<file path="config.mk">
export PLATFORM = sky130hd
export DESIGN_NAME = grdt_ctrl
export DESIGN_NICKNAME = d
export VERILOG_FILES = /design/src/grid_ray_dda_traversal_defines.svh /design/src/grdt_pkg.sv /design/src/grdt_ctrl.sv
export SDC_FILE = /design/constraint.sdc
export NUM_CORES = 1
export LEC_CHECK = 0
export BUFFER_PORTS_ARGS = -buffer_cell sky130_fd_sc_hd__buf_2
export CORE_AREA = 2 2 39 41
export CTS_CLUSTER_SIZE = 30
export DETAILED_ROUTE_END_ITERATION = 7
export DIE_AREA = 0 0 41 43
export HOLD_SLACK_MARGIN = 0.05
export PLACE_DENSITY = 0.57
export RECOVER_POWER = 50
export SYNTH_ARGS = -nofsm -noshare
export SYNTH_HDL_FRONTEND = slang
export SYNTH_SLANG_ARGS = --single-unit
</file>
<file path="constraint.sdc">
create_clock -name i_clk -period 1.2 [get_ports i_clk]
set_input_delay 0.12 -clock i_clk [delete_from_list [all_inputs] [get_ports i_clk]]
set_output_delay 0.12 -clock i_clk [all_outputs]
set_load 0.01 [all_outputs]
</file>
<file path="src/grid_ray_dda_traversal_defines.svh">
// ----------------------------------------------------------------------------
// grid_ray_dda_traversal_defines
// Assertion macros shared by the ray walker. Each one expects i_clk and
// i_rst_n in the scope where it is used.
// ----------------------------------------------------------------------------
`ifndef GRID_RAY_DDA_TRAVERSAL_DEFINES_SVH
`define GRID_RAY_DDA_TRAVERSAL_DEFINES_SVH

// Same-cycle implication, checked out of reset only.
`define GRDT_ASSERT_SAME(lbl, ante, cons, msg) \
    lbl: assert property (@(posedge i_clk) disable iff (!i_rst_n) (ante) |-> (cons)) \
        else $error(msg);

// Next-cycle implication, checked out of reset only.
`define GRDT_ASSERT_NEXT(lbl, ante, cons, msg) \
    lbl: assert property (@(posedge i_clk) disable iff (!i_rst_n) (ante) |=> (cons)) \
        else $error(msg);

`endif

</file>
<file path="src/grdt_pkg.sv">
// ----------------------------------------------------------------------------
// grdt_pkg
// Widths, codes and the command/status bundles of the grid ray walker.
// ----------------------------------------------------------------------------
package grdt_pkg;

    // Defaults of the top-level parameters
    localparam int DEF_MAP_SIDE  = 64;
    localparam int DEF_DIST_BITS = 32;

    // Fixed field widths
    localparam int IN_CELL_W = 6;
    localparam int IN_DIST_W = 32;
    localparam int PERP_W    = 32;
    localparam int FACE_W    = 2;
    localparam int CFG_W     = 7;
    localparam int CFG_IDX_W = 1;

    // Walk coordinates share the width of the size registers
    localparam int COORD_W = CFG_W;

    // Reset value of both size registers, clipped to MAP_SIDE
    localparam int CFG_RESET = 64;

    // Register indexes
    localparam logic [CFG_IDX_W-1:0] REG_MAP_WIDTH  = 1'b0;
    localparam logic [CFG_IDX_W-1:0] REG_MAP_HEIGHT = 1'b1;

    // Opcodes
    localparam logic OP_WRITE = 1'b0;
    localparam logic OP_CAST  = 1'b1;

    // Wall faces
    localparam logic [FACE_W-1:0] FACE_EAST  = 2'd0;
    localparam logic [FACE_W-1:0] FACE_WEST  = 2'd1;
    localparam logic [FACE_W-1:0] FACE_SOUTH = 2'd2;
    localparam logic [FACE_W-1:0] FACE_NORTH = 2'd3;

    // Controller to datapath
    typedef struct packed {
        logic clear_en;   // zero one map cell, advance the clear address
        logic cell_wr;    // write one map cell from the input item
        logic load;       // load a cast item
        logic walk;       // walk one step
        logic out_load;   // move the finished result into the output register
    } t_cmd;

    // Datapath to controller
    typedef struct packed {
        logic clear_last; // clear address is on the last cell
        logic walk_done;  // the walk ends at this edge
    } t_sts;

endpackage

</file>
<file path="src/grdt_ctrl.sv">
// ----------------------------------------------------------------------------
// grdt_ctrl
// Sequencer of the ray walker: clear pass, item intake, walk, result handoff.
// ----------------------------------------------------------------------------
module grdt_ctrl (
    input  logic            i_clk,
    input  logic            i_rst_n,
    input  logic            i_in_valid,
    input  logic            i_opcode,
    input  logic            i_out_stall,
    input  grdt_pkg::t_sts  i_sts,
    output grdt_pkg::t_cmd  o_cmd,
    output logic            o_in_stall,
    output logic            o_out_valid
);
    import grdt_pkg::*;

    typedef enum logic [3:0] {
        S_CLEAR = 4'b0001,
        S_IDLE  = 4'b0010,
        S_WALK  = 4'b0100,
        S_HOLD  = 4'b1000
    } t_state;

    t_state r_state;
    t_state n_state;
    logic   r_out_valid;
    logic   n_out_valid;
    logic   accept;
    t_cmd   cmd;

    assign accept = (r_state == S_IDLE) && i_in_valid;

    always_comb begin
        cmd          = '0;
        cmd.clear_en = (r_state == S_CLEAR);
        cmd.cell_wr  = accept && (i_opcode == OP_WRITE);
        cmd.load     = accept && (i_opcode == OP_CAST);
        cmd.walk     = (r_state == S_WALK);
        cmd.out_load = (r_state == S_HOLD) && (!r_out_valid || !i_out_stall);
    end

    always_comb begin
        n_state = r_state;
        case (r_state)
            S_CLEAR: begin
                if (i_sts.clear_last) n_state = S_IDLE;
            end
            S_IDLE: begin
                if (cmd.load) n_state = S_WALK;
            end
            S_WALK: begin
                if (i_sts.walk_done) n_state = S_HOLD;
            end
            S_HOLD: begin
                if (cmd.out_load) n_state = S_IDLE;
            end
            default: begin
                n_state = S_CLEAR;
            end
        endcase
    end

    // Keep valid while the result waits, refill on handoff
    assign n_out_valid = cmd.out_load || (r_out_valid && i_out_stall);

    always_ff @(posedge i_clk) begin
        if (!i_rst_n) begin
            r_state     <= S_CLEAR;
            r_out_valid <= 1'b0;
        end else begin
            r_state     <= n_state;
            r_out_valid <= n_out_valid;
        end
    end

    assign o_cmd       = cmd;
    assign o_in_stall  = (r_state != S_IDLE);
    assign o_out_valid = r_out_valid;

endmodule

</file>
# --- Yosys cells after proc, flatten, opt, wreduce, memory -nomap -nowiden ---
# Index checks and enable logic that the tools add are counted.
word_totals:
  ramBits: 0
  elab_cells: 27
  n_memories: 0
  latch_bits: 0
  ff_bits: 5
  inputBits: 7
  out_inout_bits: 7
  rom_bits: 0
op_classes:
  magnitude_cmp: 0
  n_reduce_logical: 10
  shifts: 0
  bitwise: 1
  n_mux: 5
  eq_ne: 9
  mul: 0
  n_addsub: 0
  div: 0
op_table:
  columns: ["cell", "n"]
  rows:
  - ["4-bit two-way mux", 4]
  - ["4-bit case mux with 4 select lines", 1]
  - ["2-bit inequality test (second input constant)", 4]
  - ["1-bit logical AND", 5]
  - ["4-bit by 1-bit equality test with 1-bit output (second input constant)", 1]
  - ["4-bit by 2-bit equality test with 1-bit output (second input constant)", 1]
  - ["4-bit by 3-bit equality test with 1-bit output (second input constant)", 1]
  - ["4-bit equality test (second input constant)", 1]
  - ["4-bit by 2-bit inequality test with 1-bit output (second input constant)", 1]
  - ["4-bit AND reduction", 1]
  - ["1-bit logical NOT", 2]
  - ["1-bit logical OR", 2]
  - ["1-bit inverter", 1]

# --- Logic depth before layout (Yosys ltp) ---
logic_depth:
  word_depth: 5
  depth_mapped: 4
  ltp_nobuf: 3

# --- Worst setup path before layout ---
# Ideal clock, no wire load.
synth_timing:
  path_type: "register to register"
  start: "register r_state[3]"
  end: "register r_state[2]"
  path_buffers: 1
  required_ps: 1142
  t_arrival_ps: 1325
  setup_slack_ps: -183
  stages_incl_launch_ff: 5
  setup_ps: 58
  period_less_slack_ps: 1383
  cell_sequence: "dfxtp_1 > buf_6 > nor4b_1 > nor2b_1 > o21a_1"
synth_lines:
  columns: ["item", "line", "text"]
  rows:
  - ["start, declared", "grdt_ctrl.sv:25", "t_state r_state;"]
  - ["start signal, assigned", "grdt_ctrl.sv:72", "r_state <= n_state;"]

==> impl_metrics.py <==
metrics = {
    "synth": {
        "synth.area.top_cells": "dfxtp_1 31%, or4b_4 8.5%, buf_6 7.0%, nor4b_1 5.4%, a21oi_1 4.7%",
        "ys_async_sr_fraction_pct": 0,
        "seq_area_frac_synth_pct": 31.0,
        "synth_cell_types": 21,
        "synth.avg_cell_area_um2": 9.22,
        "synth_top_area_share_pct": 31.0,
        "synth_cells": 35,
        "synth_ff_type": "dfxtp_1",
        "yosys_register_bits": 5,
        "synth.most_common_cell": "dfxtp_1",
        "synthTopCellsByCount": "5 x dfxtp_1, 3 x a21oi_1, 3 x nand2_1",
        "synth_edf_count": 0,
        "synth_nets": 42,
        "yosysTopAreaCell": "dfxtp_1",
        "mappedNetlistArea_um2": 323,
        "yosysWarnings": 0,
    },
    "worst_setup_path": {
        "worst_setup_path_end_kind": "primary output",
        "rrSetupSlack_ns": -0.20,
        "endpoint": "o_cmd[3]",
        "crit_chain": "or4b_4 -> nor3b_4 -> buf_2",
        "start_kind": "register",
        "critPathRequiredTime_ns": 1.08,
        "slowest_delay_ns": 0.56,
        "worstSetupPathDepth": 3,
        "r2r_end": "r_state[3]",
        "cp_top_family": "simple AND/OR/NAND/NOR gates",
        "cp_data_arrival_time_ns": 1.45,
        "r2r_cells": 5,
        "crit_path_start": "r_state[0]",
        "path_class": "reg2out",
        "critPathMaxFanout": 4,
        "critical_path.slowest_cell": "or4b_4",
        "crit_buf_inv": 1,
        "r2r_start": "r_state[3]",
    },
    "finish": {
        "fin_util_pct": 44.9,
        "area_delta_synth_final_pct": 92.6,
        "fin_cells": 79,
        "n_fill_cell": 132,
        "fin_nets": 71,
        "drive_above_1_share_pct": 68.3,
        "antenna_cells": 0,
    },
    "power_and_ir_drop": {
        "p_leak_nw": 0.265,
        "power_density_nw_per_um2": 742,
        "worst_ir_drop_vdd_mv": 0.393,
    },
    "route": {
        "drc": 0,
        "routed_wl_um": 922,
        "drt_iter0_drc": 6,
        "ant_nets": 0,
        "wl_per_cell_um": 11.7,
        "drt-pass1-iter-count": 3,
        "vias": 355,
        "avgViaCountPerCell": 4.49,
    },
    "timing": {
        "timing.setup.tns_ns": -2.37,
        "fin_ws_ns": -0.373,
        "max_slew_margin_pct": 83.5,
        "hold_viol": 0,
        "setup-violations-final": 11,
        "finalCritPeriodShare_pct": 131,
        "final_max_slew_viol_count": 0,
        "rsz0062_at_grt": "yes",
        "period_minus_slack_ns": 1.57,
        "fin_skew_ns": 0.00359,
        "max_freq_mhz": 636,
        "tightest_slew_ns": 0.245,
    },
    "floorplan": {
        "die_height_um": 43,
        "io_pins": 14,
        "row_count": 14,
        "fp.dieW_um": 41,
        "initial_core_util_pct": 23.3,
        "core_um2": 1380,
        "die_area_um2": 1760,
    },
    "clocking": {
        "cts_tree": "done",
        "clock-sinks": 5,
        "holdBufCountCts": 0,
        "clock_path_buffers": 2,
        "cts_buffers": 3,
        "clkLatencyLatePin_ns": 0.24,
        "clk_pin_slew_ns": 0.04,
        "cts-root-buf": "clkbuf_4",
        "htreeDepth": 1,
    },
    "global_route": {
        "grt_max_degree": 7,
        "grt_pass1_wl_mm": 1.37,
        "antenna_found_initial": 0,
        "overflow": 0,
        "grt_pass1_vias": 337,
        "track_usage_pct": 12.0,
    },
    "placed_design": {
        "dp_hpwl_um": 616,
        "place.gp.congestion": 0.750,
        "port_buffers": 13,
        "place_inst": 68,
    },
    "status": {
        "failed_checks": "negative setup slack",
        "status": "finished, violations left",
    },
    "run": {
        "max_cap_viol_count": 0,
    },
    "min_path": {
        "worstHoldStart": "i_rst_n",
        "hold_path.class": "in2reg",
    },
}
-- sequential cells by signal, indices dropped and copies added (netlist names) --
| name | flops |
|---|---|
| r_state | 4 |
| o_out_valid | 1 |
-- cell usage in the layout (no fill, tap or decap), types with 2 or more instances in the layout --
| master | netlist | final |
|---|---|---|
| buf_4 | 0 | 10 |
| buf_2 | 1 | 9 |
| buf_6 | 2 | 7 |
| nand2_1 | 3 | 3 |
| clkbuf_4 | 0 | 3 |
| dfxtp_2 | 0 | 3 |
| or4b_4 | 2 | 2 |
| nor4b_4 | 0 | 2 |
| nor2b_1 | 2 | 2 |
| nor2_1 | 2 | 2 |
| a21oi_1 | 3 | 2 |
| clkbuf_1 | 0 | 2 |
| dfxtp_1 | 5 | 2 |
-- final cells by class --
cell class,count,area [µm²],share of cell area (%)
clock buffers,4,26.3,4.23
multi-input cells,27,269,43.3
flip-flops and latches,5,104,16.7
well taps,16,20.0,3.22
repair buffers,27,203,32.6
-- timing repair --
item / 4_1_cts / 5_1_grt
setup endpoints to repair: 9 / 11
pin swaps: 5 / 4
buffers inserted: 5 / 3
resized for setup: 15 / 4
-- metal layers --
layer | vias to the layer above | wire [µm] | track usage, % | part of all wire [%]
met2 | 7 | 501 | 18.1 | 54
met1 | 161 | 386 | 13.1 | 42
met5 | - | 0 | 0 | 0
met4 | 0 | 0 | 8.00 | 0
li1 | 187 | - | - | -
met3 | 0 | 34 | 4.71 | 3.7
-- worst min-delay path by stage --
| stage | to | slack, ns | cells past startpoint |
|---|---|---|---|
| after global routing | r_state[0] | 0.14 | 2 |
| after CTS | r_state[0] | 0.12 | 2 |
| after global placement | r_state[0] | 0.39 | 2 |
| final | r_state[0] | 0.15 | 2 |
| after floorplan | r_state[0] | 0.20 | 1 |
| after detailed placement | r_state[0] | 0.38 | 2 |
-- power breakdown --
group | internal (W) | total, W | switching [W]
registers | 0.000173 | 0.000179 | 0.00000581
logic | 0.0000469 | 0.0000867 | 0.0000398
clock network | 0.000126 | 0.000196 | 0.0000701
total | 0.000346 | 0.000461 | 0.000116
-- metrics by stage --
step                      power (W)  area [µm²]  worst slack, ns  hold slack (ns)
after CTS                  0.000465         577           -0.389            0.122
after global placement     0.000251         457           -0.127            0.385
after floorplan            0.000222         347           -0.144            0.196
after global routing       0.000488         622           -0.419            0.145
after detailed placement   0.000251         457           -0.141            0.376
final                      0.000461         622           -0.373            0.147
-- kinds of logic (layout without fill, tap and decap cells) --
family	Yosys count	after routing	share of synthesized area, %
AND/OR/NAND/NOR	17	17	40.3
AO/OA/AOI/OAI	9	9	17.4
flip-flops	5	5	31.0
buffers and inverters	3	31	8.53
XOR/XNOR	1	1	2.71
(Power assumes the default switching activity.)
